**src/hw/rtl/csb_pkg.sv**
```systemverilog
// ----------------------------------------------------------------------------
// csb_pkg: shared types and codes for the cursor sequence buffer
// Item formats, command and status codes, and the control/status bundles
// between the sequencer and the datapath.
// ----------------------------------------------------------------------------
package csb_pkg;

    localparam int CSB_CAPACITY   = 64;
    localparam int CSB_DATA_WIDTH = 32;

    localparam logic [2:0] KIND_START   = 3'd0;
    localparam logic [2:0] KIND_ADVANCE = 3'd1;
    localparam logic [2:0] KIND_INSERT  = 3'd2;
    localparam logic [2:0] KIND_ATTACH  = 3'd3;
    localparam logic [2:0] KIND_REMOVE  = 3'd4;
    localparam logic [2:0] KIND_READ    = 3'd5;

    localparam logic [1:0] ST_OK      = 2'd0;
    localparam logic [1:0] ST_NO_ITEM = 2'd1;
    localparam logic [1:0] ST_FULL    = 2'd2;
    localparam logic [1:0] ST_RANGE   = 2'd3;

    typedef struct packed {
        logic [2:0]  kind;
        logic [31:0] entry_value;
        logic [5:0]  read_index;
    } csb_cmd_item_t;

    typedef struct packed {
        logic [1:0]  status;
        logic        current_valid;
        logic [31:0] current_value;
        logic [31:0] read_value;
        logic [6:0]  item_count;
        logic [6:0]  cursor_position;
    } csb_rsp_item_t;

    typedef struct packed {
        logic       latch;
        logic       cursor_zero;
        logic       cursor_inc;
        logic       set_status;
        logic [1:0] status_code;
        logic       open_setup;
        logic       close_setup;
        logic       shift_read;
        logic       shift_write;
        logic       put_word;
        logic       count_dec;
        logic       idx_read;
        logic       idx_capture;
        logic       cur_read;
        logic       load_out;
    } csb_ctrl_t;

    typedef struct packed {
        logic [2:0] kind;
        logic       has_item;
        logic       full;
        logic       idx_ok;
        logic       shift_more;
        logic       dir_up;
        logic       rsp_free;
    } csb_stat_t;

endpackage

```
**src/hw/rtl/csb_ctrl.sv**
```systemverilog
// ----------------------------------------------------------------------------
// csb_ctrl: command sequencer
// Steps each accepted item through decode, entry shifting, reads of the
// store and the hand-off of the result to the output register.
// ----------------------------------------------------------------------------
module csb_ctrl (
    input  logic               clk,
    input  logic               rst_n,
    input  logic               cmd_valid,
    output logic               cmd_ready,
    input  csb_pkg::csb_stat_t stat,
    output csb_pkg::csb_ctrl_t ctrl
);
    import csb_pkg::*;

    localparam logic [2:0] S_IDLE      = 3'd0;
    localparam logic [2:0] S_DECODE    = 3'd1;
    localparam logic [2:0] S_SHIFT_CHK = 3'd2;
    localparam logic [2:0] S_SHIFT_WR  = 3'd3;
    localparam logic [2:0] S_IDX_CAP   = 3'd4;
    localparam logic [2:0] S_CUR_RD    = 3'd5;
    localparam logic [2:0] S_DONE      = 3'd6;

    logic [2:0] state_reg;
    logic [2:0] state_next;

    always_ff @(posedge clk or negedge rst_n)
    begin
        if (!rst_n)
        begin
            state_reg <= S_IDLE;
        end
        else
        begin
            state_reg <= state_next;
        end
    end

    always_comb
    begin
        state_next = state_reg;
        ctrl       = '0;
        cmd_ready  = 1'b0;
        case (state_reg)
            S_IDLE:
            begin
                cmd_ready = 1'b1;
                if (cmd_valid)
                begin
                    ctrl.latch = 1'b1;
                    state_next = S_DECODE;
                end
            end
            S_DECODE:
            begin
                state_next = S_CUR_RD;
                case (stat.kind)
                    KIND_START:
                    begin
                        ctrl.cursor_zero = 1'b1;
                    end
                    KIND_ADVANCE:
                    begin
                        if (stat.has_item)
                        begin
                            ctrl.cursor_inc = 1'b1;
                        end
                        else
                        begin
                            ctrl.set_status  = 1'b1;
                            ctrl.status_code = ST_NO_ITEM;
                        end
                    end
                    KIND_INSERT, KIND_ATTACH:
                    begin
                        if (stat.full)
                        begin
                            ctrl.set_status  = 1'b1;
                            ctrl.status_code = ST_FULL;
                        end
                        else
                        begin
                            ctrl.open_setup = 1'b1;
                            state_next      = S_SHIFT_CHK;
                        end
                    end
                    KIND_REMOVE:
                    begin
                        if (stat.has_item)
                        begin
                            ctrl.close_setup = 1'b1;
                            state_next       = S_SHIFT_CHK;
                        end
                        else
                        begin
                            ctrl.set_status  = 1'b1;
                            ctrl.status_code = ST_NO_ITEM;
                        end
                    end
                    KIND_READ:
                    begin
                        if (stat.idx_ok)
                        begin
                            ctrl.idx_read = 1'b1;
                            state_next    = S_IDX_CAP;
                        end
                        else
                        begin
                            ctrl.set_status  = 1'b1;
                            ctrl.status_code = ST_RANGE;
                        end
                    end
                    default:
                    begin
                        state_next = S_CUR_RD;
                    end
                endcase
            end
            S_SHIFT_CHK:
            begin
                if (stat.shift_more)
                begin
                    ctrl.shift_read = 1'b1;
                    state_next      = S_SHIFT_WR;
                end
                else if (stat.dir_up)
                begin
                    ctrl.put_word = 1'b1;
                    state_next    = S_CUR_RD;
                end
                else
                begin
                    ctrl.count_dec = 1'b1;
                    state_next     = S_CUR_RD;
                end
            end
            S_SHIFT_WR:
            begin
                ctrl.shift_write = 1'b1;
                state_next       = S_SHIFT_CHK;
            end
            S_IDX_CAP:
            begin
                ctrl.idx_capture = 1'b1;
                state_next       = S_CUR_RD;
            end
            S_CUR_RD:
            begin
                ctrl.cur_read = 1'b1;
                state_next    = S_DONE;
            end
            S_DONE:
            begin
                if (stat.rsp_free)
                begin
                    ctrl.load_out = 1'b1;
                    state_next    = S_IDLE;
                end
            end
            default:
            begin
                state_next = S_IDLE;
            end
        endcase
    end

endmodule

```
**src/hw/rtl/csb_datapath.sv**
```systemverilog
// ----------------------------------------------------------------------------
// csb_datapath: entry store, cursor, count and result register
// Entry memory with one read and one write port and registered read, shift
// pointer, command latch and the output register of the result channel.
// ----------------------------------------------------------------------------
module csb_datapath #(
    parameter int CAPACITY   = csb_pkg::CSB_CAPACITY,
    parameter int DATA_WIDTH = csb_pkg::CSB_DATA_WIDTH
) (
    input  logic                   clk,
    input  logic                   rst_n,
    input  csb_pkg::csb_cmd_item_t cmd,
    input  csb_pkg::csb_ctrl_t     ctrl,
    output csb_pkg::csb_stat_t     stat,
    output logic                   rsp_valid,
    input  logic                   rsp_ready,
    output csb_pkg::csb_rsp_item_t rsp
);
    import csb_pkg::*;

    localparam int AW  = (CAPACITY > 1) ? $clog2(CAPACITY) : 1;
    localparam int CW  = $clog2(CAPACITY + 1);
    localparam int IXW = (CW > 6) ? CW : 6;

    logic [DATA_WIDTH-1:0] mem [CAPACITY];

    logic [CW-1:0]         count_reg;
    logic [CW-1:0]         count_next;
    logic [CW-1:0]         cursor_reg;
    logic [CW-1:0]         cursor_next;
    logic                  rsp_valid_reg;
    logic                  rsp_valid_next;

    logic [CW-1:0]         ptr_reg;
    logic                  dir_up_reg;
    logic [2:0]            kind_reg;
    logic [DATA_WIDTH-1:0] word_reg;
    logic [5:0]            idx_reg;
    logic [1:0]            status_reg;
    logic [31:0]           read_value_reg;
    logic [DATA_WIDTH-1:0] rd_data_reg;
    csb_rsp_item_t         rsp_reg;

    logic                  has_item;
    logic                  full;
    logic                  idx_ok;
    logic                  shift_more;
    logic [CW-1:0]         ptr_dn;
    logic [CW-1:0]         ptr_up;
    logic [CW-1:0]         open_pos;
    logic [AW-1:0]         rd_addr;
    logic [AW-1:0]         wr_addr;
    logic                  rd_en;
    logic                  wr_en;
    logic [DATA_WIDTH-1:0] wr_data;
    csb_rsp_item_t         rsp_next;

    assign has_item   = cursor_reg < count_reg;
    assign full       = count_reg >= CW'(CAPACITY);
    assign idx_ok     = (IXW'(idx_reg) < IXW'(count_reg)) && (IXW'(idx_reg) < IXW'(CAPACITY));
    assign ptr_dn     = ptr_reg - CW'(1);
    assign ptr_up     = ptr_reg + CW'(1);
    assign shift_more = dir_up_reg ? (ptr_reg > cursor_reg)
                                   : (({1'b0, ptr_reg} + (CW+1)'(1)) < {1'b0, count_reg});

    always_comb
    begin
        if (kind_reg == KIND_ATTACH)
        begin
            open_pos = has_item ? (cursor_reg + CW'(1)) : count_reg;
        end
        else
        begin
            open_pos = has_item ? cursor_reg : '0;
        end
    end

    assign stat.kind       = kind_reg;
    assign stat.has_item   = has_item;
    assign stat.full       = full;
    assign stat.idx_ok     = idx_ok;
    assign stat.shift_more = shift_more;
    assign stat.dir_up     = dir_up_reg;
    assign stat.rsp_free   = !rsp_valid_reg || rsp_ready;

    // single read port
    always_comb
    begin
        rd_en   = ctrl.shift_read || ctrl.idx_read || ctrl.cur_read;
        rd_addr = cursor_reg[AW-1:0];
        if (ctrl.shift_read)
        begin
            rd_addr = dir_up_reg ? ptr_dn[AW-1:0] : ptr_up[AW-1:0];
        end
        else if (ctrl.idx_read)
        begin
            rd_addr = AW'(idx_reg);
        end
    end

    // single write port
    always_comb
    begin
        wr_en   = ctrl.shift_write || ctrl.put_word;
        wr_addr = ctrl.put_word ? cursor_reg[AW-1:0] : ptr_reg[AW-1:0];
        wr_data = ctrl.put_word ? word_reg : rd_data_reg;
    end

    always_ff @(posedge clk)
    begin
        if (wr_en)
        begin
            mem[wr_addr] <= wr_data;
        end
        if (rd_en)
        begin
            rd_data_reg <= mem[rd_addr];
        end
    end

    always_comb
    begin
        count_next     = count_reg;
        cursor_next    = cursor_reg;
        rsp_valid_next = rsp_valid_reg;
        if (ctrl.cursor_zero)
        begin
            cursor_next = '0;
        end
        if (ctrl.cursor_inc)
        begin
            cursor_next = cursor_reg + CW'(1);
        end
        if (ctrl.open_setup)
        begin
            cursor_next = open_pos;
        end
        if (ctrl.put_word)
        begin
            count_next = count_reg + CW'(1);
        end
        if (ctrl.count_dec)
        begin
            count_next = count_reg - CW'(1);
        end
        if (ctrl.load_out)
        begin
            rsp_valid_next = 1'b1;
        end
        else if (rsp_ready)
        begin
            rsp_valid_next = 1'b0;
        end
    end

    always_ff @(posedge clk or negedge rst_n)
    begin
        if (!rst_n)
        begin
            count_reg     <= '0;
            cursor_reg    <= '0;
            rsp_valid_reg <= 1'b0;
        end
        else
        begin
            count_reg     <= count_next;
            cursor_reg    <= cursor_next;
            rsp_valid_reg <= rsp_valid_next;
        end
    end

    always_comb
    begin
        rsp_next.status          = status_reg;
        rsp_next.current_valid   = has_item;
        rsp_next.current_value   = has_item ? 32'(rd_data_reg) : 32'd0;
        rsp_next.read_value      = read_value_reg;
        rsp_next.item_count      = 7'(count_reg);
        rsp_next.cursor_position = 7'(cursor_reg);
    end

    always_ff @(posedge clk)
    begin
        if (ctrl.latch)
        begin
            kind_reg       <= cmd.kind;
            word_reg       <= DATA_WIDTH'(cmd.entry_value);
            idx_reg        <= cmd.read_index;
            status_reg     <= ST_OK;
            read_value_reg <= '0;
        end
        if (ctrl.set_status)
        begin
            status_reg <= ctrl.status_code;
        end
        if (ctrl.idx_capture)
        begin
            read_value_reg <= 32'(rd_data_reg);
        end
        if (ctrl.open_setup)
        begin
            ptr_reg    <= count_reg;
            dir_up_reg <= 1'b1;
        end
        if (ctrl.close_setup)
        begin
            ptr_reg    <= cursor_reg;
            dir_up_reg <= 1'b0;
        end
        if (ctrl.shift_write)
        begin
            ptr_reg <= dir_up_reg ? ptr_dn : ptr_up;
        end
        if (ctrl.load_out)
        begin
            rsp_reg <= rsp_next;
        end
    end

    assign rsp_valid = rsp_valid_reg;
    assign rsp       = rsp_reg;

endmodule

```
**src/hw/rtl/cursor_sequence_buffer_core.sv**
```systemverilog
// ----------------------------------------------------------------------------
// cursor_sequence_buffer_core: ordered word store with a cursor
// Commands come in on cmd (valid/ready), one result per command leaves on rsp
// (valid/ready). Each command rewinds or advances the cursor, inserts before
// or attaches after the current entry, removes it, or reads an entry by index.
// Each command passes decode, a read of the current entry and the load of
// the output register; a read by index adds an indexed read and capture, and
// an insert, attach or remove adds a shift for each of the n entries moved
// (n up to CAPACITY-1). Entries move one at a time through the memory ports,
// a read then a write per entry, which sets the cost of insert and remove. One
// command is in flight at a time; a new one can be taken in the cycle after
// the previous result is loaded into the output register, even while that
// result is still held. A stalled receiver holds the result in the output
// register and blocks completion of the following command until it is taken.
// Reset empties the store (count and cursor zero) and drops any pending
// result; entry contents are not cleared and need no sweep.
// ----------------------------------------------------------------------------
module cursor_sequence_buffer_core #(
    parameter int CAPACITY   = csb_pkg::CSB_CAPACITY,
    parameter int DATA_WIDTH = csb_pkg::CSB_DATA_WIDTH
) (
    input  logic                   clk,
    input  logic                   rst_n,
    input  logic                   cmd_valid,
    output logic                   cmd_ready,
    input  csb_pkg::csb_cmd_item_t cmd,
    output logic                   rsp_valid,
    input  logic                   rsp_ready,
    output csb_pkg::csb_rsp_item_t rsp
);
    import csb_pkg::*;

    csb_ctrl_t ctrl;
    csb_stat_t stat;

    csb_ctrl u_ctrl (
        .clk       (clk),
        .rst_n     (rst_n),
        .cmd_valid (cmd_valid),
        .cmd_ready (cmd_ready),
        .stat      (stat),
        .ctrl      (ctrl)
    );

    csb_datapath #(
        .CAPACITY   (CAPACITY),
        .DATA_WIDTH (DATA_WIDTH)
    ) u_datapath (
        .clk       (clk),
        .rst_n     (rst_n),
        .cmd       (cmd),
        .ctrl      (ctrl),
        .stat      (stat),
        .rsp_valid (rsp_valid),
        .rsp_ready (rsp_ready),
        .rsp       (rsp)
    );

`ifndef ASSERT_OFF
    a_one_in_flight: assert property (@(posedge clk) disable iff (!rst_n)
        (cmd_valid && cmd_ready) |=> !cmd_ready)
        else $error("command accepted while another is in flight");

    a_no_current_zero: assert property (@(posedge clk) disable iff (!rst_n)
        (rsp_valid && !rsp.current_valid) |-> (rsp.current_value == 32'd0))
        else $error("current value nonzero with no current item");

    a_range_zero: assert property (@(posedge clk) disable iff (!rst_n)
        (rsp_valid && rsp.status == ST_RANGE) |-> (rsp.read_value == 32'd0))
        else $error("read value nonzero on index out of range");

    a_load_when_free: assert property (@(posedge clk) disable iff (!rst_n)
        ctrl.load_out |-> (!rsp_valid || rsp_ready))
        else $error("result overwritten before it was taken");
`endif

endmodule

```
**config.mk**
```make
export PLATFORM = sky130hd
export DESIGN_NAME = cursor_sequence_buffer_core
export DESIGN_NICKNAME = d
export VERILOG_FILES = /design/src/hw/rtl/csb_pkg.sv /design/src/hw/rtl/csb_ctrl.sv /design/src/hw/rtl/csb_datapath.sv /design/src/hw/rtl/cursor_sequence_buffer_core.sv
export SDC_FILE = /design/constraint.sdc
export NUM_CORES = 2
export LEC_CHECK = 0
export BUFFER_PORTS_ARGS = -buffer_cell sky130_fd_sc_hd__buf_2
export CORE_ASPECT_RATIO = 1.2
export CORE_MARGIN = 2
export CORE_UTILIZATION = 55
export CTS_CLUSTER_SIZE = 30
export DETAILED_ROUTE_END_ITERATION = 10
export HOLD_SLACK_MARGIN = 0.15
export PLACE_DENSITY = 0.69
export SYNTH_ARGS = -nofsm -noshare
export SYNTH_HDL_FRONTEND = slang
export SYNTH_HIERARCHICAL = 1
export SYNTH_SLANG_ARGS = --single-unit
```
**constraint.sdc**
```tcl
create_clock -name clk -period 6 [get_ports clk]
set_input_delay 1.8 -clock clk [delete_from_list [all_inputs] [get_ports clk]]
set_output_delay 1.8 -clock clk [all_outputs]
set_load 0.05 [all_outputs]
```
==> results_dict.tcl <==
set metrics [dict create \
    status "finished, final reports clean" \
    path_clk_slew_ns 0.06 \
    rows 161 \
    tightest_slew_ns 1.237 \
    ant_nets 0 \
    io_pins 128 \
    sw_frac_of_total_pct 34.86 \
    final_area_mm2 0.1016 \
    synth_cell_type_count 85 \
    insertion_delay_ns 0.88 \
    worstSetupStartpointType "register" \
    drtIter0Drc 6568 \
    start_util_pct 55.24 \
    antenna_found_initial 5 \
    synth.most_common_cell "edfxtp_1" \
    yosys-top-cells-count "2243 x edfxtp_1, 610 x nand2_1, 373 x a21oi_1" \
    ys_seq_area_share_pct 76.67 \
    fin_nets 5394 \
    grt_max_degree 65 \
    die_y_um 443.3 \
    wirelength_mm 249.8 \
    synthesis.instances 4912 \
    routedWlPerCell_um 32.83 \
    cp-end-kind "register" \
    die_w_um 370.1 \
    ctsRootBufferMaster "clkbuf_16" \
    crit_fanout 39 \
    power.density_mw_per_mm2 511.1 \
    seq_power_share_pct 40.9 \
    area_delta_synth_final_pct 14.83 \
    largest_reg_flops 2048 \
    fin_util_pct 63.43 \
    p_total_mw 51.92 \
    skew_ns 0.05374 \
    rsz0062_at_grt "false" \
    r2r_cells 22 \
    cts_num_sinks 2262 \
    crit_required_ns 6.59 \
    p_clk_share_pct 25.5 \
    die_area_mm2 0.1641 \
    synth_seq_cells 2262 \
    cts_tree "yes" \
    period_share_pct 97.56 \
    grt-ovfl-total 0 \
    path_class "reg2reg" \
    vias 49960 \
    synth_area_per_cell_um2 18.01 \
    p_int_mw 33.82 \
    track_usage_pct 30.58 \
    hold_class "reg2reg" \
    grt_pass1_vias 48217 \
    synthesis.area_mm2 0.08846 \
    slew-limit-headroom_pct 16.92 \
    htreeDepth 4 \
    post-route-min-period_ns 5.853 \
    cap_violations 0 \
    async_flop_share_pct 0.7958 \
    finalSetupViolations 0 \
    yosys_warnings 6 \
    fmax_mhz 170.8 \
    min_path_cells 0 \
    port_buffers 127 \
    dp_hpwl_mm 152.4 \
    hold_viol 0 \
    firstDrtPassIters 6 \
    power_leakage_nw 33.21 \
    cts_buffers 210 \
    synth_edf_count 2243 \
    synth_largest_area_cell "edfxtp_1" \
    core_region_area_mm2 0.1601 \
    final_max_slew_viol_count 0 \
    hold_ws_ns 0.4188 \
    arrival_ns 6.44 \
    placed_area_mm2 0.09472 \
    synth_top_area_share_pct 76.14 \
    grt_pass1_wl_mm 354.0 \
    vdd_drop_max_uv 534.1 \
    drc 0 \
    drive_gt1_share_pct 23.02 \
    drt-vias-per-instance 6.567 \
    syn-num-nets 4991 \
    synthFlopType "edfxtp_1" \
    place.gp.congestion 0.9422 \
    power.switching_mw 18.10 \
    p_comb_share_pct 33.6 \
    synth.area.top_cells "edfxtp_1 76%, mux4_2 8.5%, nand2_1 2.6%" \
    ctsLongestPathBuffers 3 \
    tns_ns 0 \
]
-- power groups by stage --
| stage | clock, mW | sequential [mW] | combinational (mW) |
|---|---|---|---|
| floorplan | 0 | 21.4 | 9.43 |
| global placement | 0 | 21.5 | 16.8 |
| CTS | 13.4 | 21.2 | 17.2 |
| finish | 13.3 | 21.2 | 17.4 |
| detailed placement | 0 | 21.5 | 17.2 |
| global route | 14.0 | 21.2 | 18.2 |
-- cell type report --
cell class,instances,area (um2)
clock inverters,130,1419
multi-input cells,2321,19440
fillers,10881,58560
well taps,2119,2651
clock buffers,253,5416
diodes,3,7.507
flip-flops and latches,2262,67830
repair buffers,495,4737
inverters,25,93.84
-- stage by stage --
| stage | worst slack (ns) | instances |
|---|---|---|
| 2_1_floorplan | 0.6145 | 4912 |
| 3_3_place_gp | 0.1850 | 7222 |
| 3_5_place_dp | 0.1594 | 7222 |
| 4_1_cts | 0.1518 | 7605 |
| 5_1_grt | 0.02079 | 7606 |
| 6_report | 0.1467 | 7608 |
-- worst max-delay path, stage by stage, from the launching register on --
cell and delay [ns]:
edfxtp_1 0.40, buf_4 0.19, ha_1 0.25, xor2_1 0.16, ha_1 0.28, o21a_1 0.10, o21ai_0 0.15, nand2b_1 0.08
a21oi_1 0.19, nor2b_1 0.06, o21ai_0 0.15, o2bb2ai_1 0.18, nand2_1 0.13, nor3_4 0.23, inv_2 0.13, buf_4 0.18
mux2_8 0.38, buf_12 0.25, buf_12 0.29, buf_12 0.26, mux4_2 0.36, nor3_1 0.95, nor4b_2 0.11
-- placed cells by master (no fill, tap or decap), types with 71 or more instances in the layout --
master and count:
a21oi_1 373, a221oi_1 104, and2_1 71, buf_12 107
buf_2 127, buf_4 261, clkbuf_16 210, edfxtp_1 2243
mux4_2 332, nand2_1 609, nor2_1 84, o21ai_0 77
-- cells by family (layout without fill, tap and decap cells) --
family | after synthesis | count (layout) | synth area share (%)
adder cells (fa/ha/maj) | 34 | 34 | 0.4894
XOR/XNOR | 17 | 17 | 0.1683
buffers and inverters | 329 | 903 | 2.008
AND/OR/NAND/NOR | 1011 | 1011 | 5.035
multiplexers | 387 | 387 | 9.151
AO/OA/AOI/OAI | 872 | 872 | 6.479
other | 0 | 3 | 0
flip-flops | 2262 | 2262 | 76.67
-- repair_timing --
item,CTS,global route
hold buffers,0,0
endpoints found under the setup margin,0,8
hold endpoints to repair,0,0
buffers inserted,0,0
gates resized for setup,0,5
-- final timing paths --
| kind | startpoint | end | slack, ns |
|---|---|---|---|
| worst max-delay path | u_datapath/ptr_reg[1] | u_datapath/rd_data_reg[3] | 0.15 |
| worst min-delay path | u_datapath/read_value_reg[31] | u_datapath/rsp[45] | 0.42 |
| worst max register to register | u_datapath/ptr_reg[1] | u_datapath/rd_data_reg[3] | 0.15 |
| worst min register to register | u_datapath/read_value_reg[31] | u_datapath/rsp[45] | 0.42 |
| max in group asynchronous | rst_n | u_datapath/count_reg[4] | 4.76 |
| min in group asynchronous | rst_n | u_datapath/count_reg[5] | 0.89 |
-- metal layers --
metal | GRT usage, % | share of wire, % | vias up
met5 | 0 | 0.0040 | -
met4 | 17.96 | 6.6 | 2
met3 | 4.992 | 9.2 | 554
met2 | 49.37 | 49 | 2961
met1 | 39.51 | 35 | 25976
li1 | - | - | 20467
No activity file was read; power rests on OpenSTA's default activity.
